<file path="src/design/rmq_queue.sv">
// ----------------------------------------------------------------------------
// rmq_queue
// Two-entry queue between the classifier and the arithmetic pipeline.
// ----------------------------------------------------------------------------
module rmq_queue #(
  parameter int WIDTH = 8
) (
  input  logic             clk,
  input  logic             rst,
  input  logic             push_valid,
  output logic             push_ready,
  input  logic [WIDTH-1:0] push_data,
  output logic             pop_valid,
  input  logic             pop_ready,
  output logic [WIDTH-1:0] pop_data
);

  logic [WIDTH-1:0] mem [2];
  logic             wr_ptr, rd_ptr;
  logic [1:0]       count;
  logic             push, pop;

  assign push_ready = (count != 2'd2);
  assign pop_valid  = (count != 2'd0);
  assign push       = push_valid && push_ready;
  assign pop        = pop_valid && pop_ready;
  assign pop_data   = mem[rd_ptr];

  always_ff @(posedge clk) begin
    if (rst) begin
      wr_ptr <= 1'b0;
      rd_ptr <= 1'b0;
      count  <= 2'd0;
    end else begin
      if (push) wr_ptr <= !wr_ptr;
      if (pop)  rd_ptr <= !rd_ptr;
      count <= count + 2'(push) - 2'(pop);
    end
  end

  always_ff @(posedge clk) begin
    if (push) mem[wr_ptr] <= push_data;
  end

endmodule

</file>
<file path="config.mk">
export PLATFORM = sky130hd
export DESIGN_NAME = rmq_queue
export DESIGN_NICKNAME = d
export VERILOG_FILES = /design/src/design/rmq_queue.sv
export SDC_FILE = /design/constraint.sdc
export NUM_CORES = 1
export LEC_CHECK = 0
export ABC_AREA = 0
export ABC_CLOCK_PERIOD_IN_PS = 1900
export BUFFER_PORTS_ARGS = -buffer_cell sky130_fd_sc_hd__buf_2
export CORE_MARGIN = 2
export CORE_UTILIZATION = 50
export CTS_BUF_LIST = sky130_fd_sc_hd__clkbuf_4
export DETAILED_ROUTE_END_ITERATION = 8
export PLACE_DENSITY = 0.73
export SYNTH_ARGS = -nofsm -noshare
export SYNTH_HDL_FRONTEND = slang
export SYNTH_SLANG_ARGS = --single-unit
</file>
<file path="constraint.sdc">
create_clock -name clk -period 1.9 [get_ports clk]
set_clock_uncertainty 0.05 [all_clocks]
set_input_delay 0.095 -clock clk [delete_from_list [all_inputs] [get_ports clk]]
set_output_delay 0.095 -clock clk [all_outputs]
set_load 0.01 [all_outputs]
</file>
Word level (Yosys, flattened, before mapping) --
Memories as Yosys holds them, arrays and structs flattened. A register that Yosys moved wholly into a read port is not among the register bits. Cells that the tools add are included.
Cells by class: add/sub/neg operators 2, multipliers 0, divide/modulo/power cells 0, $lt $le $gt $ge 0, equality and inequality tests 1, shifts and indexed selects 0, multiplexer cells 4, bitwise operators 0, reduce and logical (&&, ||, !) cells 5
Operator list (number):
- 1-bit two-way mux | 4
- 2-bit by 1-bit adder with 2-bit output | 1
- 1-bit logical AND | 2
- 1-bit logical NOT | 2
- 2-bit != test (second input constant) | 1
- 2-bit nonzero test | 1
- 2-bit by 1-bit subtractor with 2-bit output | 1
Word-level totals: register bits after elaboration 4, latch bits 0, RAM bits 16, ROM bits 0, input bits 12, memories kept 1
Memories:
- mem | depth 2, width 8, rd ports 1, clocked after memory_dff 1, write ports 1, RTL line 18 | logic [WIDTH-1:0] mem [2];

Depth between registers and ports, before layout --
Gate-level depths: netlist of the first run.
word-level depth 4, depth in mapped cells 6

Worst setup path before layout of the first run --
Ideal clock, no wire load.
path kind register to register, from register count[1], to register count[1], data arrival time 1.204 ns, required time 1.726 ns, path slack 0.522 ns, cell stages (with the launch flop) 7, buffers on the path 0, period minus slack after synthesis 1.378 ns, cell sequence dfxtp_1 > and2b_1 > o21ba_2 > nor2_1 > ha_1 > nor4_1 > nor3_1
Between the ends: longest elaborated chain between the ends 4, elaborated cells on any way between the ends 6
RTL lines:
- start, declared | RTL line 20 | logic [1:0] count;
- start signal, assigned | RTL line 37 | count <= count + 2'(push) - 2'(pop);
- 2-bit != test | RTL line 23 | assign push_ready = (count != 2'd2);
- 1-bit logical AND | RTL line 25 | assign push = push_valid && push_ready;
- 2-bit by 1-bit adder with 2-bit output | RTL line 37
- 2-bit by 1-bit subtractor with 2-bit output * | RTL line 37
Every way passes the cells marked *; elsewhere a longest branch is shown, timed or not. A chain may end at the register's enable or synchronous reset.

Final worst setup path of the first run --
Ends and elaborated chain as after synthesis.

==> results.txt, run 1 <==
core area: 1540 um^2
Die Ht: 44.8 um
clk_lat worst skew: 0.30 ns
Chip Width: 44.8 um
Port Buf Inserts: 21
CTS tree: built
largest area contributor in the netlist: edfxtp_1
final setup TNS: 0 ns
drt drc: 0
Cell Rows: 14
Initial DRC Count: 7
routed wl met3: 56 um
peak supply drop: 0.544 mV
top cells by area, synth: edfxtp_1 (58%), dfxtp_1 (12%), mux2_2 (11%)
vias in the first global route: 511
post-synth design cell area: 832 um^2
Power Density: 1030 nW/um^2
Synth Net Count: 67
Critical Path AT: 1.69 ns
cts bufs inserted: 3
clk buf depth: 2
Post-Layout Inst Area: 1070 um^2
first-pass GRT wire length: 1.97 mm
average instance area after synthesis: 15.4 um^2
Final min period: 1.54 ns
Clock Pin Slew Worst Setup and Hold Paths: 0.11 ns
Cells after Synth: 54
Worst Hold Slack: 0.0971 ns
Hold Path Class: in -> reg
sequential fraction of the synthesis area: 69.8%
Tightest Pin Transition: 0.408 ns
total gr overflow: 0
Routed Antenna Nets: 0
top-area cell type share of the netlist area: 57.7%
Final Max Slew Viols: 0
Post-layout nets: 101
Setup CP Type: reg -> reg
Startpoint Class: flip-flop
top sig layer: met4
vias per std cell: 5.22
final hold violations: 0
DIE AREA: 2010 um^2
M1 WL: 519 um
Final setup viols: 0
pin count of the biggest net entering global routing: 13
GP Congestion: 0.767
max-cap violations: 0
worst-path maximum fanout: 7
setup bufs post-CTS: 0
share of layout cells above drive strength 1: 41.4%
ANT cells: 0
Vias: 538
final period utilization: 81.3%
Post-Layout Cell Count: 103
RSZ-0062 raised after global routing: false
placed instance area: 952 um^2
Initial Util: 54.0%
Worst EP required: 2.05 ns
initial antenna violation count: 0
post-synthesis cell type count: 23
WL/cell: 12.1 um
Yosys warnings: 0
LEAKAGE: 0.431 nW
Top Ports: 22
DP Cell Count: 90
H-Tree Depth: 1
Total GRT Usage: 14.4%
CP Capture Type: flip-flop
synthesis-to-finish area growth: 28.6%
status: finished clean
Pre-antenna DRT Iters: 4
met2 wire length: 647 um
Sink Count: 21
Max-slew headroom: 72.4%
CTS Root Cell: clkbuf_4
reg2reg path depth: 6
flops & latches, synth: 21
hold-critical path depth: 3
fmax: 647 MHz
DP HPWL: 886 um
drt total wl: 1.25 mm
## path summary, 6_finish.rpt
check,startpoint,endpoint,slack (ns)
setup / recovery,count[1],count[1],0.36
hold reg to reg,rd_ptr,flip-flop,0.46
hold / removal,push_valid,wr_ptr,0.1
setup reg to reg,count[1],count[1],0.36
## stage by stage
| stage | utilization [%] | power (W) | worst slack [ns] |
|---|---|---|---|
| detailed placement | 61.8 | 0.000888 | 0.406 |
| floorplan | - | 0.000794 | 0.522 |
| CTS | 69.4 | 0.00112 | 0.332 |
| global route | 69.4 | 0.00116 | 0.267 |
| finish | 69.4 | 0.00110 | 0.355 |
| global placement | 61.8 | 0.000880 | 0.491 |
## power by group
part,switching [W],total (W),internal (W)
sequential,0.0000468,0.000608,0.000561
clock,0.000134,0.000213,0.0000786
combinational,0.000122,0.000278,0.000157
## placed cells by master (no fill, tap or decap), types with 2 or more instances in the layout
master         instances
clkbuf_4               3
buf_2                 21
edfxtp_1              16
o21ai_0                2
mux2_2                 8
and3_1                 2
dfxtp_1                5
nor2_1                 4
dlygate4sd3_1          9
## metal layers
metal / up-vias / track usage, %
met5: - / 0
met4: 0 / 10.6
met3: 4 / 2.40
met2: 16 / 26.4
met1: 251 / 14.4
li1: 267 / -
## sequential cells by signal, indices dropped and copies added, names as in the netlist, named ones only
signal and count:
count 2, mem 16, rd_ptr 1, wr_ptr 1
## synth_stat cells, drive strengths merged
cell,number
a21bo,1
a21oi,1
and2b,1
and3,2
buf,1
dfxtp,5
edfxtp,16
ha,1
inv,1
mux2,8
nand2b,1
nand3,1
nand3b,1
nor2,4
nor2b,1
nor3,1
nor4,1
nor4bb,1
o21ai,2
o21ba,1
o31a,1
or2,1
xor2,1
## timing repair
action	4_1_cts	5_1_grt
endpoints found under the hold margin	21	0
resized for setup	0	0
hold buffers	9	0
## area by class of cell
| cell class | instances | area, um^2 |
|---|---|---|
| clock buffers | 3 | 22.5 |
| clock inverters | 1 | 5.00 |
| fillers | 116 | 472 |
| inverters | 1 | 3.75 |
| multi-input cells | 31 | 243 |
| flip-flops and latches | 21 | 581 |
| well taps | 16 | 20.0 |
| repair buffers | 30 | 195 |
## cells by family after synthesis
logic type / share of synthesized area, %
AOI/OAI and AO/OA: 5.26
xor gates and xnor gates: 1.05
adders and majority gates: 1.50
buffers and inverters: 1.05
DFF: 69.8
muxes: 10.8
and+or+nand+nor: 10.5
## critical path: stages, from the launching register on
cell     delay, ns
dfxtp_1       0.43
and2b_1       0.20
o21ba_2       0.14
nor2_1        0.04
ha_1          0.19
nor4_1        0.31
nor3_1        0.08
(Power assumes the default switching activity.)
==> run 2: changes to the inputs <==
--- a/config.mk
+++ b/config.mk
@@ -6,13 +6,13 @@
 export NUM_CORES = 1
 export LEC_CHECK = 0
 export ABC_AREA = 0
-export ABC_CLOCK_PERIOD_IN_PS = 1900
+export ABC_CLOCK_PERIOD_IN_PS = 1310
 export BUFFER_PORTS_ARGS = -buffer_cell sky130_fd_sc_hd__buf_2
 export CORE_MARGIN = 2
-export CORE_UTILIZATION = 50
+export CORE_UTILIZATION = 47
 export CTS_BUF_LIST = sky130_fd_sc_hd__clkbuf_4
 export DETAILED_ROUTE_END_ITERATION = 8
-export PLACE_DENSITY = 0.73
+export PLACE_DENSITY = 0.72
 export SYNTH_ARGS = -nofsm -noshare
 export SYNTH_HDL_FRONTEND = slang
 export SYNTH_SLANG_ARGS = --single-unit
==> constraint.sdc (replaced) <==
create_clock -name clk -period 1.31 [get_ports clk]
set_clock_uncertainty 0.05 [all_clocks]
set_input_delay 0.0655 -clock clk [delete_from_list [all_inputs] [get_ports clk]]
set_output_delay 0.0655 -clock clk [all_outputs]
set_load 0.01 [all_outputs]
==> run 2 against run 1 <==
- the flow now finishes with violations (negative setup slack)
- routed wire length is 16% higher
- register-to-register slack worse by 0.36 ns
- highest routed layer is now met3
- fmax is 18% higher
- clock power is 36% higher
==> results.txt, run 2 (synthesis gave the netlist of run 1 again) <==
Total GRT Usage: 14.3% (was 14.4%)
clk_lat worst skew: 0.29 ns (was 0.30 ns)
Hold Path Class: in -> reg (unchanged)
Critical Path AT: 1.45 ns (was 1.69 ns)
Power Total: 0.00189 W (was 0.00110 W)
Die Ht: 46.1 um (was 44.8 um)
pre-CTS setup slack: -0.0340 ns (was 0.406 ns)
vias per std cell: 5.15 (was 5.22)
CP Capture Type: flip-flop (unchanged)
Startpoint Class: flip-flop (unchanged)
P_sw: 0.000503 W (was 0.000303 W)
RSZ-0062 raised after global routing: true (was false)
Chip Width: 46.1 um (was 44.8 um)
WL/cell: 13.2 um (was 12.1 um)
DP HPWL: 965 um (was 886 um)
Clk pwr share: 15.3% (was 19.4%)
Worst Hold Slack: 0.0719 ns (was 0.0971 ns)
CP max stage delay: 0.35 ns (was 0.43 ns)
fmax: 761 MHz (was 647 MHz)
worst-path maximum fanout: 5 (was 7)
drt drc: 0 (unchanged)
H-Tree Depth: 1 (unchanged)
total gr overflow: 0 (unchanged)
final hold violations: 0 (unchanged)
Routed Antenna Nets: 0 (unchanged)
Combinational Power Share: 36.4% (was 25.3%)
Largest regs: mem (16), count (2) (unchanged)
status: complete, but fails checks (was finished clean)
Sink Count: 21 (unchanged)
commonest non-fill, non-tap cell in the layout: edfxtp_1 (was buf_2)
Vias: 566 (was 538)
failing checks: negative setup slack
Post-layout nets: 107 (was 101)
CP cell instances: and2b_1 > o21ba_4 > nor2_4 > ha_4 > o31a_1 > nor3_1 (was and2b_1 > o21ba_2 > nor2_1 > ha_1 > nor4_1 > nor3_1)
Power Density: 1500 nW/um^2 (was 1030 nW/um^2)
cts bufs inserted: 3 (unchanged)
share of layout cells above drive strength 1: 53.8% (was 41.4%)
GP Congestion: 0.793 (was 0.767)
Pre-antenna DRT Iters: 4 (unchanged)
drt total wl: 1.45 mm (was 1.25 mm)
final setup TNS: -0.00379 ns (was 0 ns)
Reg with most FFs: mem (unchanged)
CTS tree: built (unchanged)
setup ws final: -0.00379 ns (was 0.355 ns)
Setup CP Type: reg -> reg (unchanged)
Clock Pin Slew Worst Setup and Hold Paths: 0.11 ns (about the same)
power share of the sequential group: 48.3% (was 55.3%)
max-cap violations: 0 (unchanged)
ANT cells: 0 (unchanged)
Top Ports: 22 (unchanged)
Cell Rows: 15 (was 14)
Final Max Slew Viols: 0 (unchanged)
slowest CP cell: dfxtp_2 (was dfxtp_1)
internal power: 0.00139 W (was 0.000796 W)
placed instance area: 992 um^2 (was 952 um^2)
Post-Layout Inst Area: 1270 um^2 (was 1070 um^2)
synthesis-to-finish area growth: 52.2% (was 28.6%)
final period utilization: 100% (was 81.3%)
Final setup viols: 1 (was 0)
pin count of the biggest net entering global routing: 13 (unchanged)
most frequent cells in the layout: edfxtp_1 (16), buf_2 (12), dlygate4sd3_1 (9), buf_6 (9), mux2_4 (8) (was buf_2 (21), edfxtp_1 (16), dlygate4sd3_1 (9), mux2_2 (8), dfxtp_1 (5))
Worst EP required: 1.45 ns (was 2.05 ns)
Tightest Pin Transition: 0.585 ns (was 0.408 ns)
Port Buf Inserts: 21 (unchanged)
CTS Root Cell: clkbuf_4 (unchanged)
Final min period: 1.31 ns (was 1.54 ns)
initial antenna violation count: 0 (unchanged)
LEAKAGE: 0.527 nW (was 0.431 nW)
core area: 1690 um^2 (was 1540 um^2)
max FFs per register: 16 (unchanged)
Initial DRC Count: 4 (was 7)
peak supply drop: 1.16 mV (was 0.544 mV)
filler cell count: 111 (was 116)
switching part of the total: 26.6% (was 27.6%)
clk buf depth: 2 (unchanged)
vias in the first global route: 516 (was 511)
first-pass GRT wire length: 2.10 mm (was 1.97 mm)
Initial Util: 49.3% (was 54.0%)
DIE AREA: 2120 um^2 (was 2010 um^2)
Max-slew headroom: 60.4% (was 72.4%)
-- run 2: changes by cell type in the layout (fill, tap and decap cells not counted), sizes merged --
cell and delta:
buf +6
-- run 2: power groups by stage --
stage          sequential, W  combinational (W)  clock (W)
4_1_cts             0.000902           0.000503   0.000300
6_report            0.000915           0.000689   0.000290
3_5_place_dp        0.000903           0.000421          0
2_1_floorplan       0.000862           0.000291          0
5_1_grt             0.000931           0.000742   0.000317
3_3_place_gp        0.000892           0.000411          0
-- run 2: timing repair --
action | 4_1_cts | 5_1_grt
cloned | 0 | 0
hold buffers | 9 | 0
endpoints found under the hold margin | 21 | 0
resized for setup | 10 | 22
pin swaps | 5 | 3
endpoints found under the setup margin | 15 | 21
setup buffers | 2 | 1
-- run 2: worst paths after layout --
check	cells past startpoint	slack, ns	from	end
max reg2reg	6	-0.004	count[1]	count[1]
min reg2reg	2	0.46	rd_ptr	flip-flop
min	3	0.07	push_valid	wr_ptr
max	6	-0.004	count[1]	count[1]
-- run 2: stage by stage --
stage | utilization, % | instances
2_1_floorplan | - | 54
3_3_place_gp | 58.7 | 96
3_5_place_dp | 58.7 | 96
6_report | 75.0 | 110
4_1_cts | 68.5 | 110
5_1_grt | 75.0 | 110
-- run 2: cell type report --
class                      count  area (um^2)  area share, %
clock buffer                   3         22.5           1.78
clock inverter                 1         5.00          0.395
inverter                       1         3.75          0.296
multi-input combinational     31          328           25.9
sequential                    21          589           46.5
tap                           17         21.3           1.68
timing repair buffer          36          297           23.4
-- run 2: critical path, delay by kind of cell (launching register included) --
family | cells | cell delay (ns)
compound gates | 2 | 0.34
fa+ha+maj | 1 | 0.15
flops | 1 | 0.35
simple gates | 3 | 0.33
-- run 2: routing by layer --
metal / wire (um) / track usage [%] / part of all wire [%] / vias up
li1: - / - / - / 283
met1: 628 / 16.6 / 43 / 270
met2: 768 / 26.1 / 53 / 13
met3: 50 / 2.35 / 3.5 / 0
met4: 0 / 5.14 / 0 / 0
met5: 0 / 0 / 0 / -
==> run 3: changes to the inputs <==
==> constraint.sdc (replaced) <==
create_clock -name clk -period 1.31 [get_ports clk]
set_clock_uncertainty 0.05 [all_clocks]
set_input_delay 0.1965 -clock clk [delete_from_list [all_inputs] [get_ports clk]]
set_output_delay 0.1965 -clock clk [all_outputs]
set_load 0.01 [all_outputs]
==> run 3 against run 2 <==
- the flow still finishes with violations (negative setup slack)
- hold slack got worse by 0.038 ns
- via count decreased by 3.5%
- worst setup slack got worse by 0.14 ns
- critical endpoint is now pop_data[2]
- largest cell class unchanged
==> results.txt, run 3 (synthesis gave the netlist of run 1 again) <==
M1 GR Usage: 17.9% (was 16.6%)
Tightest Pin Transition: 0.474 ns (was 0.585 ns)
Hold Path Class: in -> reg (unchanged)
core area: 1690 um^2 (unchanged)
Initial DRC Count: 12 (was 4)
drt drc: 0 (unchanged)
Die Ht: 46.1 um (unchanged)
P_sw: 0.000498 W (was 0.000503 W)
total gr overflow: 0 (unchanged)
Top Ports: 22 (unchanged)
Cell Rows: 15 (unchanged)
Critical Path AT: 1.21 ns (was 1.45 ns)
failing checks: negative setup slack (unchanged)
delay-heaviest family, CP: flip-flops (unchanged)
Total GRT Usage: 14.8% (was 14.3%)
Final Max Slew Viols: 0 (unchanged)
Final min period: 1.46 ns (was 1.31 ns)
synthesis-to-finish area growth: 41.8% (was 52.2%)
Vias: 546 (was 566)
CP cell instances: buf_12 > mux2_4 > buf_6 (was and2b_1 > o21ba_4 > nor2_4 > ha_4 > o31a_1 > nor3_1)
M3 GR Usage: 3.53% (was 2.35%)
Max-slew headroom: 68.0% (was 60.4%)
worst-path maximum fanout: 8 (was 5)
ANT cells: 0 (unchanged)
peak supply drop: 1.03 mV (was 1.16 mV)
first-pass GRT wire length: 2.12 mm (was 2.10 mm)
RSZ-0062 raised after global routing: true (unchanged)
CP max stage delay: 0.35 ns (about the same)
fmax: 687 MHz (was 761 MHz)
H-Tree Depth: 1 (unchanged)
slowest CP cell: dfxtp_2 (unchanged)
Startpoint Class: flip-flop (unchanged)
initial antenna violation count: 0 (unchanged)
LEAKAGE: 0.490 nW (was 0.527 nW)
status: complete, but fails checks (unchanged)
hold_buf cts: 0 (was 9)
DP HPWL: 923 um (was 965 um)
Final setup viols: 10 (was 1)
Pre-antenna DRT Iters: 4 (unchanged)
Initial Util: 49.3% (unchanged)
Clock Pin Slew Worst Setup and Hold Paths: 0.11 ns (about the same)
final hold violations: 0 (unchanged)
final period utilization: 111% (was 100%)
placed instance area: 1020 um^2 (was 992 um^2)
final setup TNS: -1.28 ns (was -0.00379 ns)
Clk pwr share: 15.6% (was 15.3%)
Post-layout nets: 99 (was 107)
clk buf depth: 2 (unchanged)
vias per std cell: 5.35 (was 5.15)
share of layout cells above drive strength 1: 60.0% (was 53.8%)
switching part of the total: 26.6% (about the same)
Routed Antenna Nets: 0 (unchanged)
Power Density: 1590 nW/um^2 (was 1500 nW/um^2)
Combinational Power Share: 37.3% (was 36.4%)
CTS Root Cell: clkbuf_4 (unchanged)
Reg with most FFs: mem (unchanged)
most frequent cells in the layout: edfxtp_1 (16), buf_2 (12), buf_6 (9), mux2_4 (8), buf_4 (6) (was edfxtp_1 (16), buf_2 (12), dlygate4sd3_1 (9), buf_6 (9), mux2_4 (8))
cts bufs inserted: 3 (unchanged)
Worst Path Buf+Inv: 2 (was 0)
GP Congestion: 0.853 (was 0.793)
max-cap violations: 0 (unchanged)
Chip Width: 46.1 um (unchanged)
Setup CP Type: reg -> out (was reg -> reg)
setup ws final: -0.146 ns (was -0.00379 ns)
CP Capture Type: primary output (was flip-flop)
met2 usage: 23.6% (was 26.1%)
drt total wl: 1.37 mm (was 1.45 mm)
commonest non-fill, non-tap cell in the layout: edfxtp_1 (unchanged)
FF-to-FF setup slack: -0.10 ns (was -0.004 ns)
Port Buf Inserts: 21 (unchanged)
power share of the sequential group: 47.1% (was 48.3%)
internal power: 0.00138 W (was 0.00139 W)
GR peak layer: met2 (unchanged)
setup bufs post-CTS: 0 (was 2)
pin count of the biggest net entering global routing: 13 (unchanged)
Sink Count: 21 (unchanged)
DIE AREA: 2120 um^2 (unchanged)
Worst EP required: 1.06 ns (was 1.45 ns)
max FFs per register: 16 (unchanged)
pre-CTS setup slack: -0.0922 ns (was -0.0340 ns)
WL/cell: 13.4 um (was 13.2 um)
clk_lat worst skew: 0.29 ns (about the same)
Largest regs: mem (16), count (2) (unchanged)
CTS tree: built (unchanged)
Post-Layout Inst Area: 1180 um^2 (was 1270 um^2)
vias in the first global route: 495 (was 516)
run 3: cell type report:
class / count / area (um^2)
clock buffer: 3 / 22.5
clock inverter: 1 / 5.00
fill: 116 / 509
inverter: 1 / 3.75
multi-input combinational: 31 / 312
sequential: 21 / 589
tap: 17 / 21.3
timing repair buffer: 28 / 226
run 3: worst paths after layout:
path,to,from,cells past startpoint
setup reg to reg,count[1],count[1],6
setup / recovery,pop_data[2],flip-flop,3
hold / removal,mem[1][0],push_data[0],1
hold reg to reg,flip-flop,rd_ptr,2
run 3: worst register-to-register path, delay by kind of cell, from the launching register on:
kind	cells	cell delay (ns)
simple gates	3	0.32
compound gates	2	0.36
flops	1	0.38
fa+ha+maj	1	0.22
run 3: timing repair:
item / 4_1_cts / 5_1_grt
resized for setup: 23 / 5
endpoints found under the setup margin: 12 / 12
pin swaps: 3 / 4
run 3: metal layers:
| metal | up-vias | share of wire (%) |
|---|---|---|
| met3 | 2 | 5.2 |
| met2 | 19 | 52 |
| met4 | 0 | 0.73 |
| met5 | - | 0 |
| met1 | 259 | 41 |
| li1 | 266 | - |
run 3: metrics by stage:
stage               cells  utilization (%)  power [W]  hold slack, ns
detailed placement     98             60.4    0.00137           0.339
CTS                   102             68.1    0.00184          0.0215
global route          102             69.9    0.00199         0.00996
floorplan              54                -    0.00115           0.216
global placement       98             60.4    0.00136           0.333
finish                102             69.9    0.00187          0.0344
run 3: power by group through the flow:
stage	Sequential, W	Combinational, W	Clock [W]
2_1_floorplan	0.000862	0.000291	0
3_3_place_gp	0.000872	0.000484	0
3_5_place_dp	0.000876	0.000490	0
4_1_cts	0.000873	0.000664	0.000308
5_1_grt	0.000896	0.000757	0.000335
6_report	0.000883	0.000699	0.000292
