**src/design/rmq_pkg.sv**
```systemverilog
// ----------------------------------------------------------------------------
// rmq_pkg
// Shared types and constants for the rotation matrix to quaternion block.
// ----------------------------------------------------------------------------
package rmq_pkg;

  localparam int ELEM_W = 16;   // matrix element and quaternion component width
  localparam int DIFF_W = 17;   // off-diagonal pair sum or difference
  localparam int QBITS  = 15;   // quotient bits kept below the overflow bit

  typedef enum logic [1:0] {
    BR_TRACE = 2'd0,
    BR_X     = 2'd1,
    BR_Y     = 2'd2,
    BR_Z     = 2'd3
  } branch_t;

  typedef struct packed {
    branch_t                  br;
    logic                     bad;
    logic signed [DIFF_W-1:0] d0;
    logic signed [DIFF_W-1:0] d1;
    logic signed [DIFF_W-1:0] d2;
  } cls_t;

endpackage

```
**src/design/rmq_in_if.sv**
```systemverilog
// ----------------------------------------------------------------------------
// rmq_in_if
// Matrix item channel: valid, ready and the nine Q2.14 elements.
// ----------------------------------------------------------------------------
interface rmq_in_if;
  logic        valid;
  logic        ready;
  logic signed [rmq_pkg::ELEM_W-1:0] m00, m01, m02, m10, m11, m12, m20, m21, m22;

  modport source (output valid, m00, m01, m02, m10, m11, m12, m20, m21, m22,
                  input ready);
  modport sink   (input valid, m00, m01, m02, m10, m11, m12, m20, m21, m22,
                  output ready);
endinterface

```
**src/design/rmq_front.sv**
```systemverilog
// ----------------------------------------------------------------------------
// rmq_front
// Accepts a matrix, picks the branch, forms the radicand and the pair terms.
// ----------------------------------------------------------------------------
module rmq_front #(
  parameter int FRAC_BITS = 14,
  parameter int RW        = 19
) (
  input  logic           clk,
  input  logic           rst,
  rmq_in_if.sink         mat,
  output logic           valid,
  input  logic           ready,
  output rmq_pkg::cls_t  cls,
  output logic [RW-2:0]  rad
);

  localparam int DW = rmq_pkg::DIFF_W;

  logic signed [RW-1:0] a00, a11, a22, one, trace, r;
  logic signed [DW-1:0] b01, b02, b10, b12, b20, b21;
  rmq_pkg::cls_t        cls_next;
  logic                 take;

  assign mat.ready = !valid || ready;
  assign take      = mat.valid && mat.ready;

  always_comb begin
    a00   = RW'(mat.m00);
    a11   = RW'(mat.m11);
    a22   = RW'(mat.m22);
    b01   = DW'(mat.m01);
    b02   = DW'(mat.m02);
    b10   = DW'(mat.m10);
    b12   = DW'(mat.m12);
    b20   = DW'(mat.m20);
    b21   = DW'(mat.m21);
    one   = RW'(1) <<< FRAC_BITS;
    trace = a00 + a11 + a22;
    priority if (trace > 0) begin
      cls_next.br = rmq_pkg::BR_TRACE;
      r           = trace + one;
      cls_next.d0 = b12 - b21;
      cls_next.d1 = b20 - b02;
      cls_next.d2 = b01 - b10;
    end else if (a00 >= a11 && a00 >= a22) begin
      cls_next.br = rmq_pkg::BR_X;
      r           = one + a00 - a11 - a22;
      cls_next.d0 = b01 + b10;
      cls_next.d1 = b20 + b02;
      cls_next.d2 = b12 - b21;
    end else if (a11 >= a22) begin
      cls_next.br = rmq_pkg::BR_Y;
      r           = one + a11 - a00 - a22;
      cls_next.d0 = b01 + b10;
      cls_next.d1 = b12 + b21;
      cls_next.d2 = b20 - b02;
    end else begin
      cls_next.br = rmq_pkg::BR_Z;
      r           = one + a22 - a00 - a11;
      cls_next.d0 = b20 + b02;
      cls_next.d1 = b12 + b21;
      cls_next.d2 = b01 - b10;
    end
    cls_next.bad = (r <= 0);
  end

  always_ff @(posedge clk) begin
    if (rst) begin
      valid <= 1'b0;
    end else if (mat.ready) begin
      valid <= take;
    end
  end

  always_ff @(posedge clk) begin
    if (take) begin
      cls <= cls_next;
      rad <= r[RW-2:0];
    end
  end

endmodule

```
**src/flat_wrapper.sv**
```systemverilog
// flat-port wrapper written by rule: the top's interface ports become plain ports
module rmq_front_flat 
#(
  parameter int FRAC_BITS = 14,
  parameter int RW        = 19
)
  (clk, rst, valid, ready, cls, rad, mat_valid, mat_m00, mat_m01, mat_m02, mat_m10, mat_m11, mat_m12, mat_m20, mat_m21, mat_m22, mat_ready);
  rmq_in_if mat_i ();
  input  logic clk;
  input  logic rst;
  output logic valid;
  input  logic ready;
  output rmq_pkg::cls_t cls;
  output logic [RW-2:0] rad;
  input wire logic [$bits(mat_i.valid)-1:0] mat_valid;
  input wire logic [$bits(mat_i.m00)-1:0] mat_m00;
  input wire logic [$bits(mat_i.m01)-1:0] mat_m01;
  input wire logic [$bits(mat_i.m02)-1:0] mat_m02;
  input wire logic [$bits(mat_i.m10)-1:0] mat_m10;
  input wire logic [$bits(mat_i.m11)-1:0] mat_m11;
  input wire logic [$bits(mat_i.m12)-1:0] mat_m12;
  input wire logic [$bits(mat_i.m20)-1:0] mat_m20;
  input wire logic [$bits(mat_i.m21)-1:0] mat_m21;
  input wire logic [$bits(mat_i.m22)-1:0] mat_m22;
  output wire logic [$bits(mat_i.ready)-1:0] mat_ready;
  assign mat_i.valid = mat_valid;
  assign mat_i.m00 = mat_m00;
  assign mat_i.m01 = mat_m01;
  assign mat_i.m02 = mat_m02;
  assign mat_i.m10 = mat_m10;
  assign mat_i.m11 = mat_m11;
  assign mat_i.m12 = mat_m12;
  assign mat_i.m20 = mat_m20;
  assign mat_i.m21 = mat_m21;
  assign mat_i.m22 = mat_m22;
  assign mat_ready = mat_i.ready;
  rmq_front #(.FRAC_BITS(FRAC_BITS), .RW(RW)) u_core (.clk(clk), .rst(rst), .mat(mat_i), .valid(valid), .ready(ready), .cls(cls), .rad(rad));
endmodule
```
**config.mk**
```make
export PLATFORM = sky130hd
export DESIGN_NAME = rmq_front_flat
export DESIGN_NICKNAME = d
export VERILOG_FILES = /design/src/design/rmq_pkg.sv /design/src/design/rmq_in_if.sv /design/src/design/rmq_front.sv /design/src/flat_wrapper.sv
export SDC_FILE = /design/constraint.sdc
export NUM_CORES = 1
export LEC_CHECK = 0
export BUFFER_PORTS_ARGS = -buffer_cell sky130_fd_sc_hd__buf_2
export CAP_MARGIN = 20
export CORE_MARGIN = 2
export CORE_UTILIZATION = 50
export CTS_CLUSTER_DIAMETER = 100
export DETAILED_ROUTE_END_ITERATION = 6
export PLACE_DENSITY = 0.71
export SLEW_MARGIN = 20
export SYNTH_ARGS = -nofsm -noshare
export SYNTH_HDL_FRONTEND = slang
export SYNTH_SLANG_ARGS = --single-unit
```
**constraint.sdc**
```tcl
create_clock -name clk -period 10.96 [get_ports clk]
set_clock_uncertainty 0.2 [all_clocks]
set_input_delay 1.644 -clock clk [delete_from_list [all_inputs] [get_ports clk]]
set_output_delay 1.644 -clock clk [all_outputs]
set_load 0.03 [all_outputs]
```
# ---- Word-level counts from Yosys, hierarchy flattened
# Cells that the tools add are included.
dict set report totals {
  reg_bits 73
  latchBits 0
  mem_bits_rw 0
  mem_bits_ro 0
  word_cells 44
  mem_count 0
}
dict set report classes {
  add_sub_neg 18
  multipliers 0
  n_div 0
  magnitude_cmp 5
  n_eq_ne 0
  shift 0
  mux 8
  bitwise 0
  n_reduce_logical 5
}
# cell n
set op_table {}
lappend op_table {{$mux 51} 3}
lappend op_table {{$add 16x16->17} 4}
lappend op_table {{$mux 19} 3}
lappend op_table {{$sub 19x16->19} 3}
lappend op_table {{$sub 17x16->18} 3}
lappend op_table {{$add 16x16->17 const A} 3}
lappend op_table {{$sub 16x16->17} 3}
lappend op_table {{$ge 16x16->1} 3}
lappend op_table {{$add 19x16->19 const B} 1}
lappend op_table {{$gt 19x1->1 const B} 1}
lappend op_table {{$le 19x1->1 const B} 1}
lappend op_table {{$add 17x16->18} 1}
lappend op_table {{$logic_and 1x1->1} 2}
lappend op_table {{$mux 1} 2}
lappend op_table {{$reduce_or 2->1} 1}
lappend op_table {{$logic_not 1->1} 1}
lappend op_table {{$logic_or 1x1->1} 1}

# ---- Logic depth before layout (Yosys ltp)
# Gate-level depths: netlist of the first run.
dict set report logic_depth {
  word_depth 7
  depth_mapped 27
}

# ---- Least setup slack after synthesis of the first run
# Ideal clock, no wire load.
dict set report synth_path {
  path_kind {input to register}
  startpoint {input mat_m22[1]}
  endpoint {register, netlist name u_core.cls[51]}
  arrival_ns 6.182
  required_time_ns 10.505
  setup_slack_ns 4.323
  path_stages 22
  path_cell_list {inv_1 ha_1 ha_1 maj3_1 maj3_2 a221o_1 a21o_1 a21oi_2 o21ai_1 a31oi_1 xnor2_1 ha_1 and4_1 and4_1 o211ai_1 nand2_1 o41ai_1 o21ai_0 xnor2_1 a211oi_1 o21ai_0 a31o_1}
}
# element line_no
set synth_rtl {}
lappend synth_rtl {{start: declaration} flat_wrapper.sv:24} ;# input wire logic [$bits(mat_i.m22)-1:0] mat_m22;

==> results of run 1 <==
-- area by class of cell --
cell class,instances,area share (%)
Antenna cell,1,0.0145
Clock buffer,10,1.33
Clock inverter,6,0.341
Inverter,191,4.16
Multi-Input combinational cell,1599,72.0
Sequential cell,73,12.7
Tap cell,396,2.88
Timing Repair Buffer,226,6.64
-- power groups by stage --
stage / clock network, mW / logic [mW] / registers (mW)
2_1_floorplan: 0 / 1.18 / 0.568
3_3_place_gp: 0 / 1.75 / 0.437
3_5_place_dp: 0 / 1.78 / 0.437
4_1_cts: 0.304 / 1.79 / 0.431
5_1_grt: 0.311 / 1.98 / 0.437
6_report: 0.300 / 1.82 / 0.431
-- cell families after synthesis --
kind of cell / Yosys count / synth area share (%)
AOI/OAI and AO/OA: 568 / 24.5
buffers and inverters: 240 / 5.94
DFF: 73 / 14.1
muxes: 20 / 1.35
adders and majority gates: 329 / 28.2
and+or+nand+nor: 501 / 15.7
xor gates and xnor gates: 181 / 10.2
-- worst paths after layout --
path,to,cells past startpoint,from,slack [ns]
max reg2reg,u_core.cls[35]$_DFFE_PP_,2,u_core.valid$_SDFFE_PP0N_,9.09
max,u_core.cls[51]$_DFFE_PP_,26,mat_m11[1],3.81
min reg2reg,u_core.valid$_SDFFE_PP0N_,2,u_core.valid$_SDFFE_PP0N_,0.32
min,u_core.valid$_SDFFE_PP0N_,2,u_core.valid$_SDFFE_PP0N_,0.32
-- registers in the layout, indices dropped and copies added, names as in the netlist --
register / flops
u_core.cls: 54
u_core.rad: 18
u_core.valid: 1
-- stage by stage --
stage,total power [mW],utilization (%),cell area (µm²)
after detailed placement,2.22,55.5,16900
after global placement,2.19,55.5,16900
after global routing,2.73,56.5,17200
after CTS,2.53,56.5,17200
after floorplan,1.75,-,15500
final,2.55,56.5,17200
-- worst max-delay path: stages --
cell,delay [ns]
sky130_fd_sc_hd__buf_2,0.13
sky130_fd_sc_hd__inv_1,0.12
sky130_fd_sc_hd__ha_1,0.36
sky130_fd_sc_hd__ha_1,0.23
sky130_fd_sc_hd__maj3_2,0.31
sky130_fd_sc_hd__maj3_1,0.40
sky130_fd_sc_hd__a221o_1,0.35
sky130_fd_sc_hd__a21o_1,0.18
sky130_fd_sc_hd__a21oi_2,0.21
sky130_fd_sc_hd__o21ai_1,0.11
sky130_fd_sc_hd__a31oi_1,0.25
sky130_fd_sc_hd__nor2b_1,0.08
sky130_fd_sc_hd__o21a_1,0.20
sky130_fd_sc_hd__nor2_1,0.12
sky130_fd_sc_hd__xnor2_1,0.16
sky130_fd_sc_hd__ha_1,0.33
sky130_fd_sc_hd__a21oi_1,0.19
sky130_fd_sc_hd__nor2b_1,0.06
sky130_fd_sc_hd__a2111oi_0,0.46
sky130_fd_sc_hd__o21ai_0,0.23
sky130_fd_sc_hd__o21ai_0,0.16
sky130_fd_sc_hd__xnor2_1,0.15
sky130_fd_sc_hd__nor2_1,0.05
sky130_fd_sc_hd__a211oi_1,0.22
sky130_fd_sc_hd__o21ai_0,0.15
sky130_fd_sc_hd__a31o_1,0.19
-- Yosys cell counts (all sizes together), types with 24 or more instances --
master and count:
inv 191, edfxtp 72, ha 291, o21bai 24, xnor2 123, nand2 129, nor3 51, nor2b 31
nand3 33, xor2 58, o21ai 110, fa 34, a21oi 168, clkbuf 32, a21o 43, nor2 144
-- layer usage --
metal  up-vias  GRT usage, %  wire, µm
met5         -             0         0
li1       7274             -         -
met1      6941          36.7     20500
met4         0          11.2      1680
met2       612          50.5     22900
met3        88          2.39      2960
==> impl_metrics.tcl, run 1 <==
set metrics [dict create \
    status "complete, no violations" \
    synthesis.area_per_instance_um2 8.09 \
    final_min_period_ns 7.15 \
    synthCells 1912 \
    synth_top_cell_area_share_pct 23.5 \
    detail-route-antenna-nets 0 \
    post_layout_nonfiller_instances 2502 \
    cts_inserted_buffers 9 \
    switching_portion_of_total_power_pct 50.1 \
    postCtsHoldBufs 0 \
    floorplan.initialDensity_pct 50.7 \
    synth_top_cells_by_area "sky130_fd_sc_hd__ha_1 24%, sky130_fd_sc_hd__edfxtp_1 14%, sky130_fd_sc_hd__xnor2_1 7.0%, sky130_fd_sc_hd__a21oi_1 5.3%, sky130_fd_sc_hd__inv_1 4.6%" \
    syn_warnings 0 \
    io_buffer_count 221 \
    seqCellArea_um2 2180 \
    crit_required_ns 10.88 \
    grt_pass1_wl_um 75200 \
    fin_setup_tns_ns 0 \
    area_growth_pct 11.3 \
    max-vdd-ir-drop_v 0.0000780 \
    final_min_period_over_clock_period_pct 65.2 \
    cellInternalPower_mw 1.27 \
    share_seq_of_total_power_pct 16.9 \
    die_h_um 180 \
    dieWidth_um 180 \
    drt_drc_violations_left 0 \
    grt_setup_unrepaired "no" \
    cts_buffer_depth 2 \
    critical_path_capture_point_type "register" \
    yosysTopAreaCell "sky130_fd_sc_hd__ha_1" \
    postRouteWirelength_um 48100 \
    synthesis.nets 2385 \
    criticalPathCategory "input pin to register" \
    post_cts.resized_instances 0 \
    global_route_usage_over_all_layers_pct 28.8 \
    power.net_switching_mw 1.28 \
    finalNetCount 2573 \
    postSynth.asyncResetShare_pct 0 \
    drt_first_iter_violations 1126 \
    hold_path_class "register to register" \
    worst-path-max-fanout 6 \
    dp_cells 2485 \
    fmax_mhz 140 \
    detailroute.via_count 14900 \
    synth-edff-count 72 \
    first_pass_drt_iterations 6 \
    share_comb_of_total_power_pct 71.4 \
    cts.reportedPaths.clkPinSlew_ns 0.07 \
    synth_cell_types 87 \
    postCtsSetupRepairBufs 0 \
    design.die.area_um2 32400 \
    synth_seq_area_share_pct 14.1 \
    final_hold_viol_count 0 \
    grt_antenna_before_repair 1 \
    timing.final.ws_setup_ns 3.81 \
    insertion_delay_of_the_later_clocked_pin_in_the_worst_skew_pair_ns 0.36 \
    worst_pin_slew_ns 1.02 \
    timing.max_slew.rel_slack_pct 32.0 \
    first_global_vias 14700 \
    finalSetupViolCount 0 \
    maxSlewViolCount 0 \
    wl_per_cell_um 19.2 \
    max-cap-violations 0 \
    routabilityCongestion 0.916 \
    power_per_cell_area_nw_per_um2 148 \
    category_of_the_worst_setup_path_launch_point "input pin" \
    row_count 64 \
    worst-endpoint-arrival_ns 7.07 \
    final.hold.worst_slack_ns 0.319 \
    synth_flop_cell "sky130_fd_sc_hd__edfxtp_1" \
    pin_count_of_the_biggest_net_entering_global_routing 73 \
    place.detailed.hpwl_um 39800 \
    leading_cell_type_in_the_layout_fill_and_taps_excluded "sky130_fd_sc_hd__ha_1" \
    synth_seq_cells 73 \
    layout.cells.most_common_list "291 x sky130_fd_sc_hd__ha_1, 221 x sky130_fd_sc_hd__buf_2, 191 x sky130_fd_sc_hd__inv_1, 164 x sky130_fd_sc_hd__a21oi_1, 142 x sky130_fd_sc_hd__nor2_1" \
    layout-drive-gt1-share_pct 13.5 \
    tritoncts "yes" \
    clk_root_buffer_cell "sky130_fd_sc_hd__clkbuf_16" \
    part_of_the_power_in_the_clock_network_pct 11.7 \
    ctsHtreeMaxLevel 3 \
    static-leakage-power_nw 8.13 \
    dp_worst_setup_slack_ns 3.56 \
    mappedNetlistArea_um2 15500 \
    tritoncts_num_sinks 73 \
    area_of_combinational_cells_with_multiple_inputs_um2 12400 \
    grt_overflow 0 \
    vias_per_cell 5.96 \
    nFillCells 2891 \
    area_of_the_core_um2 30500 \
    ios 222 \
]
Note: power is estimated with default switching activity, not from simulation.
==> run 2, diff against run 1 <==
clock period = 6.59 ns   (was 10.96 ns; I/O delays follow)
==> run 2 against run 1 <==
  * Wire length increased by 1.5%
  * Worst setup slack worse by 3.5 ns
  * Sequential share of layout area fell by 0.17 points
  * Largest power group unchanged
  * Global-route usage increased by 0.33 points
  * First-iteration DRC count rose by 15%
  * Critical endpoint unchanged
  * Die area did not move
  * Sequential cell count stayed put
  * Non-clock buffer count increased by 23
  * Combinational power rose by 71%
==> impl_metrics.tcl, run 2 (synthesized netlist as in run 1, its figures left out) <==
set metrics [dict create \
    timing.final.ws_setup_ns 0.313 \
    max-cap-violations 0 \
    worst-path-max-fanout 5 \
    layout.cells.most_common_list "291 x sky130_fd_sc_hd__ha_1, 221 x sky130_fd_sc_hd__buf_2, 191 x sky130_fd_sc_hd__inv_1, 164 x sky130_fd_sc_hd__a21oi_1, 142 x sky130_fd_sc_hd__nor2_1" \
    power_per_cell_area_nw_per_um2 250 \
    worst-endpoint-arrival_ns 6.30 \
    area_growth_pct 12.8 \
    final_min_period_over_clock_period_pct 95.2 \
    grt_pass1_wl_um 76000 \
    worst_hold_path.endpoint "u_core.valid$_SDFFE_PP0N_" \
    grt_setup_unrepaired "no" \
    floorplan.initialDensity_pct 50.7 \
    detail-route-antenna-nets 0 \
    detailroute.via_count 15100 \
    place.detailed.hpwl_um 40700 \
    largest_register "u_core.cls" \
    min_from "u_core.valid$_SDFFE_PP0N_" \
    final_hold_viol_count 0 \
    finalSetupViolCount 0 \
    area_of_the_core_um2 30500 \
    first_pass_drt_iterations 6 \
    drt_drc_violations_left 0 \
    ctsHtreeMaxLevel 3 \
    timing.reg2reg.worst_path_depth 2 \
    worst_pin_slew_ns 1.13 \
    timing.max_slew.rel_slack_pct 24.6 \
    tritoncts_num_sinks 73 \
    clk_root_buffer_cell "sky130_fd_sc_hd__clkbuf_16" \
    hold-path-cell-count 2 \
    critical_path.reg2reg.startpoint "u_core.valid$_SDFFE_PP0N_" \
    postCtsSetupRepairBufs 0 \
    static-leakage-power_nw 8.26 \
    drt_first_iter_violations 1298 \
    rr_endpoint "u_core.cls[35]$_DFFE_PP_" \
    layout-drive-gt1-share_pct 14.6 \
    postRouteWirelength_um 48800 \
    dieWidth_um 180 \
    tritoncts "yes" \
    io_buffer_count 221 \
    cts_inserted_buffers 9 \
    critical_path_capture_point_type "register" \
    hold_path_class "register to register" \
    first_global_vias 14800 \
    cts.reportedPaths.clkPinSlew_ns 0.07 \
    die_h_um 180 \
    max-vdd-ir-drop_v 0.000139 \
    vias_per_cell 5.99 \
    crit_required_ns 6.61 \
    ios 222 \
    global_route_usage_over_all_layers_pct 29.1 \
    finalNetCount 2596 \
    final_min_period_ns 6.28 \
    status "complete, no violations" \
    utilization_after_layout_pct 57.2 \
    postCtsHoldBufs 0 \
    reg.largest.list "u_core.cls (54), u_core.rad (18), u_core.valid (1)" \
    row_count 64 \
    design.die.area_um2 32400 \
    post_cts.resized_instances 0 \
    dp_worst_setup_slack_ns -0.0397 \
    flop2flop_setup_slack_ns 4.71 \
    insertion_delay_of_the_later_clocked_pin_in_the_worst_skew_pair_ns 0.35 \
    grt_antenna_before_repair 2 \
    maxSlewViolCount 0 \
    grt_overflow 0 \
    routabilityCongestion 0.952 \
    cts_buffer_depth 2 \
    category_of_the_worst_setup_path_launch_point "input pin" \
    pin_count_of_the_biggest_net_entering_global_routing 73 \
    criticalPathCategory "input pin to register" \
    wl_per_cell_um 19.3 \
    leading_cell_type_in_the_layout_fill_and_taps_excluded "sky130_fd_sc_hd__ha_1" \
    fmax_mhz 159 \
    number_of_flip_flops_under_the_largest_register_name 54 \
]
-- run 2: report_power, final --
part | internal, mW | leakage (nW) | switching (mW)
Sequential | 0.683 | 0.708 | 0.0327
Combinational | 1.19 | 7.40 | 1.93
Clock | 0.331 | 0.155 | 0.208
-- run 2: final cells by class --
type	count	area (µm²)
Clock inverter	7	95.1
Inverter	191	717
Sequential cell	73	2180
Fill cell	2855	13000
Clock buffer	9	225
Multi-Input combinational cell	1599	12400
Antenna cell	2	5.00
Tap cell	396	495
Timing Repair Buffer	249	1340
-- run 2: how the worst max path moves through the flow --
stage | from | endpoint | slack [ns] | cells past startpoint
CTS | mat_m22[1] | u_core.cls[51]$_DFFE_PP_ | 0.32 | 23
floorplan | mat_m22[1] | u_core.cls[51]$_DFFE_PP_ | 0.61 | 22
global route | mat_m11[2] | u_core.cls[51]$_DFFE_PP_ | 0.002 | 27
detailed placement | mat_m22[1] | u_core.cls[51]$_DFFE_PP_ | -0.04 | 23
finish | mat_m22[1] | u_core.cls[51]$_DFFE_PP_ | 0.31 | 26
global placement | mat_m22[1] | u_core.cls[51]$_DFFE_PP_ | 0.06 | 23
-- run 2: worst max-delay path, stage by stage --
cell,delay [ns]
sky130_fd_sc_hd__buf_2,0.12
sky130_fd_sc_hd__inv_1,0.06
sky130_fd_sc_hd__ha_1,0.33
sky130_fd_sc_hd__ha_1,0.24
sky130_fd_sc_hd__maj3_1,0.38
sky130_fd_sc_hd__maj3_2,0.35
sky130_fd_sc_hd__a221o_1,0.34
sky130_fd_sc_hd__a21o_1,0.21
sky130_fd_sc_hd__a21oi_2,0.22
sky130_fd_sc_hd__o21ai_1,0.09
sky130_fd_sc_hd__a31oi_1,0.28
sky130_fd_sc_hd__nor2b_1,0.08
sky130_fd_sc_hd__o21a_1,0.20
sky130_fd_sc_hd__nor2_1,0.11
sky130_fd_sc_hd__xnor2_1,0.13
sky130_fd_sc_hd__ha_1,0.25
sky130_fd_sc_hd__nor3_1,0.08
sky130_fd_sc_hd__a211o_1,0.28
sky130_fd_sc_hd__o21ai_0,0.10
sky130_fd_sc_hd__a21o_1,0.17
sky130_fd_sc_hd__nand2_1,0.07
sky130_fd_sc_hd__nor3b_1,0.15
sky130_fd_sc_hd__o311ai_0,0.34
sky130_fd_sc_hd__o21ai_0,0.20
sky130_fd_sc_hd__nor4_1,0.33
sky130_fd_sc_hd__a31o_1,0.19
-- run 2: routing by layer --
layer  GRT usage (%)  part of all wire [%]
met1            37.3                    43
met2            50.8                    48
met3            2.13                   5.5
met4            12.0                   3.9
met5               0                     0
-- run 2: metrics by stage --
step           instances  power (mW)  cell area, µm²  hold WS (ns)  setup TNS [ns]
5_1_grt             2526        4.66           17500         0.354               0
3_5_place_dp        2508        3.77           17100         0.315         -0.0397
2_1_floorplan       1912        2.90           15500         0.660               0
4_1_cts             2524        4.32           17500         0.324               0
3_3_place_gp        2508        3.75           17100         0.292               0
6_report            2526        4.37           17500         0.322               0
==> run 3, diff against run 2 <==
--- a/config.mk
+++ b/config.mk
@@ -9,3 +9,3 @@
 export CAP_MARGIN = 20
-export CORE_MARGIN = 2
+export CORE_MARGIN = 3
 export CORE_UTILIZATION = 50
--- a/constraint.sdc
+++ b/constraint.sdc
@@ -4,2 +4,2 @@
 set_output_delay 0.9885 -clock clk [all_outputs]
-set_load 0.03 [all_outputs]
+set_load 0.01 [all_outputs]
==> run 3 against run 2 <==
  * Sequential power about the same
  * Maximum frequency up 2.6%
  * Core utilization up 0.77 points
  * Worst setup slack better by 0.16 ns
  * Highest routed layer unchanged
  * Count of clock-buffer cells in the layout stayed put
  * Critical path type unchanged
  * Final cell count fell by 0.28%
  * Wire length up 1.2%
  * Non-clock buffer count is the same
  * Design area decreased by 0.24%
  * Global-route usage down 0.51 points
  * Sequential share of layout area hardly changed
  * Worst hold slack improved by 0.0058 ns
==> impl_metrics.tcl, run 3 (synthesized netlist as in run 1, its figures left out) <==
set metrics [dict create \
    vias_per_cell 5.94 \
    final_min_period_over_clock_period_pct 92.9 \
    critical_path.reg2reg.startpoint "u_core.valid$_SDFFE_PP0N_" \
    grt_setup_unrepaired "no" \
    min_from "u_core.valid$_SDFFE_PP0N_" \
    worst_pin_slew_ns 1.01 \
    leading_cell_type_in_the_layout_fill_and_taps_excluded "sky130_fd_sc_hd__ha_1" \
    finalNetCount 2596 \
    fmax_mhz 163 \
    largest_register "u_core.cls" \
    area_growth_pct 12.6 \
    maxSlewViolCount 0 \
    pin_count_of_the_biggest_net_entering_global_routing 73 \
    grt_pass1_wl_um 76300 \
    floorplan.initialDensity_pct 51.5 \
    category_of_the_worst_setup_path_launch_point "input pin" \
    number_of_flip_flops_under_the_largest_register_name 54 \
    rr_endpoint "u_core.cls[36]$_DFFE_PP_" \
    timing.max_slew.rel_slack_pct 32.3 \
    ios 222 \
    layout.cells.most_common_list "291 x sky130_fd_sc_hd__ha_1, 221 x sky130_fd_sc_hd__buf_2, 191 x sky130_fd_sc_hd__inv_1, 164 x sky130_fd_sc_hd__a21oi_1, 142 x sky130_fd_sc_hd__nor2_1" \
    design.die.area_um2 33100 \
    timing.reg2reg.worst_path_depth 2 \
    crit_required_ns 6.49 \
    reg.largest.list "u_core.cls (54), u_core.rad (18), u_core.valid (1)" \
    max-vdd-ir-drop_v 0.000146 \
    wl_per_cell_um 19.6 \
    postCtsHoldBufs 0 \
    tritoncts "yes" \
    row_count 63 \
    max-cap-violations 0 \
    first_global_vias 14900 \
    drt_drc_violations_left 0 \
    critPathTopFamily "compound AO/OA/AOI/OAI gates" \
    worst_hold_path.endpoint "u_core.valid$_SDFFE_PP0N_" \
    first_pass_drt_iterations 6 \
    static-leakage-power_nw 8.25 \
    area_of_the_core_um2 30000 \
    status "complete, no violations" \
    tritoncts_num_sinks 73 \
    grt_antenna_before_repair 2 \
    critical-path-slowest-cell "sky130_fd_sc_hd__maj3_1" \
    insertion_delay_of_the_later_clocked_pin_in_the_worst_skew_pair_ns 0.34 \
    criticalPathCategory "input pin to register" \
    power_per_cell_area_nw_per_um2 239 \
    cts_inserted_buffers 9 \
    finalSetupViolCount 0 \
    cp_num_buf_inv 2 \
    cts_buffer_depth 2 \
    final_min_period_ns 6.12 \
    detailroute.via_count 15000 \
    clk_root_buffer_cell "sky130_fd_sc_hd__clkbuf_16" \
    post_cts.resized_instances 0 \
    cts.reportedPaths.clkPinSlew_ns 0.06 \
    nFillCells 2806 \
    detail-route-antenna-nets 0 \
    die_h_um 182 \
    dieWidth_um 182 \
    layout-drive-gt1-share_pct 14.5 \
    global_route_usage_over_all_layers_pct 28.6 \
    critical_path_capture_point_type "register" \
    place.detailed.hpwl_um 41400 \
    worst-path-max-fanout 6 \
    postCtsSetupRepairBufs 0 \
    drt_first_iter_violations 1176 \
    worst-endpoint-arrival_ns 6.02 \
    grt_overflow 0 \
    ctsHtreeMaxLevel 3 \
    finalPower_mw 4.16 \
    flop2flop_setup_slack_ns 4.72 \
    final_hold_viol_count 0 \
    hold-path-cell-count 2 \
    io_buffer_count 221 \
    hold_path_class "register to register" \
    postRouteWirelength_um 49400 \
    fin_setup_tns_ns 0 \
    routabilityCongestion 0.966 \
    cpPeakStageDelay_ns 0.40 \
]
==> run 3: stage by stage <==
stage / worst slack, ns / util (%) / area (µm²) / cells / hold WS (ns)
finish: 0.471 / 58.0 / 17400 / 2519 / 0.328
CTS: 0.489 / 58.0 / 17400 / 2517 / 0.323
global placement: 0.181 / 57.0 / 17100 / 2502 / 0.293
detailed placement: 0.161 / 57.0 / 17100 / 2502 / 0.319
floorplan: 0.608 / - / 15500 / 1912 / 0.393
global route: 0.0243 / 58.0 / 17400 / 2519 / 0.340
==> run 3: final cells by class <==
cell class | count | area (µm²) | area share [%]
flip-flops and latches | 73 | 2180 | 12.5
multi-input cells | 1599 | 12400 | 71.2
clock buffers | 9 | 225 | 1.29
diodes | 2 | 5.00 | 0.0287
repair buffers | 249 | 1340 | 7.70
well taps | 390 | 488 | 2.80
inverters | 191 | 717 | 4.12
clock inverters | 6 | 60.1 | 0.345
==> run 3: worst max path at each step <==
stage	startpoint	end	slack (ns)	cells after the start
final	mat_m11[1]	u_core.cls[51]$_DFFE_PP_	0.47	26
after global placement	mat_m11[1]	u_core.cls[51]$_DFFE_PP_	0.18	26
after detailed placement	mat_m22[1]	u_core.cls[51]$_DFFE_PP_	0.16	26
after floorplan	mat_m22[1]	u_core.cls[51]$_DFFE_PP_	0.61	22
after CTS	mat_m22[1]	u_core.cls[51]$_DFFE_PP_	0.49	26
after global routing	mat_m11[1]	u_core.cls[51]$_DFFE_PP_	0.02	26
==> run 3: power by group <==
group,switching [mW],internal [mW],leakage (nW)
Combinational,1.77,1.19,7.40
Clock,0.194,0.289,0.139
Sequential,0.0313,0.683,0.708
==> run 3: worst min-delay path: stages, from the launching register on <==
cell and delay, ns:
sky130_fd_sc_hd__dfxtp_1 0.31, sky130_fd_sc_hd__nand2b_1 0.11, sky130_fd_sc_hd__a21oi_1 0.08
==> run 3: metal layers <==
| layer | track usage, % | up-vias | part of all wire (%) |
|---|---|---|---|
| met2 | 50.5 | 567 | 48 |
| met4 | 11.5 | 0 | 3.9 |
| met5 | 0 | - | 0 |
| li1 | - | 7324 | - |
| met1 | 36.2 | 6970 | 43 |
| met3 | 2.18 | 92 | 5.5 |
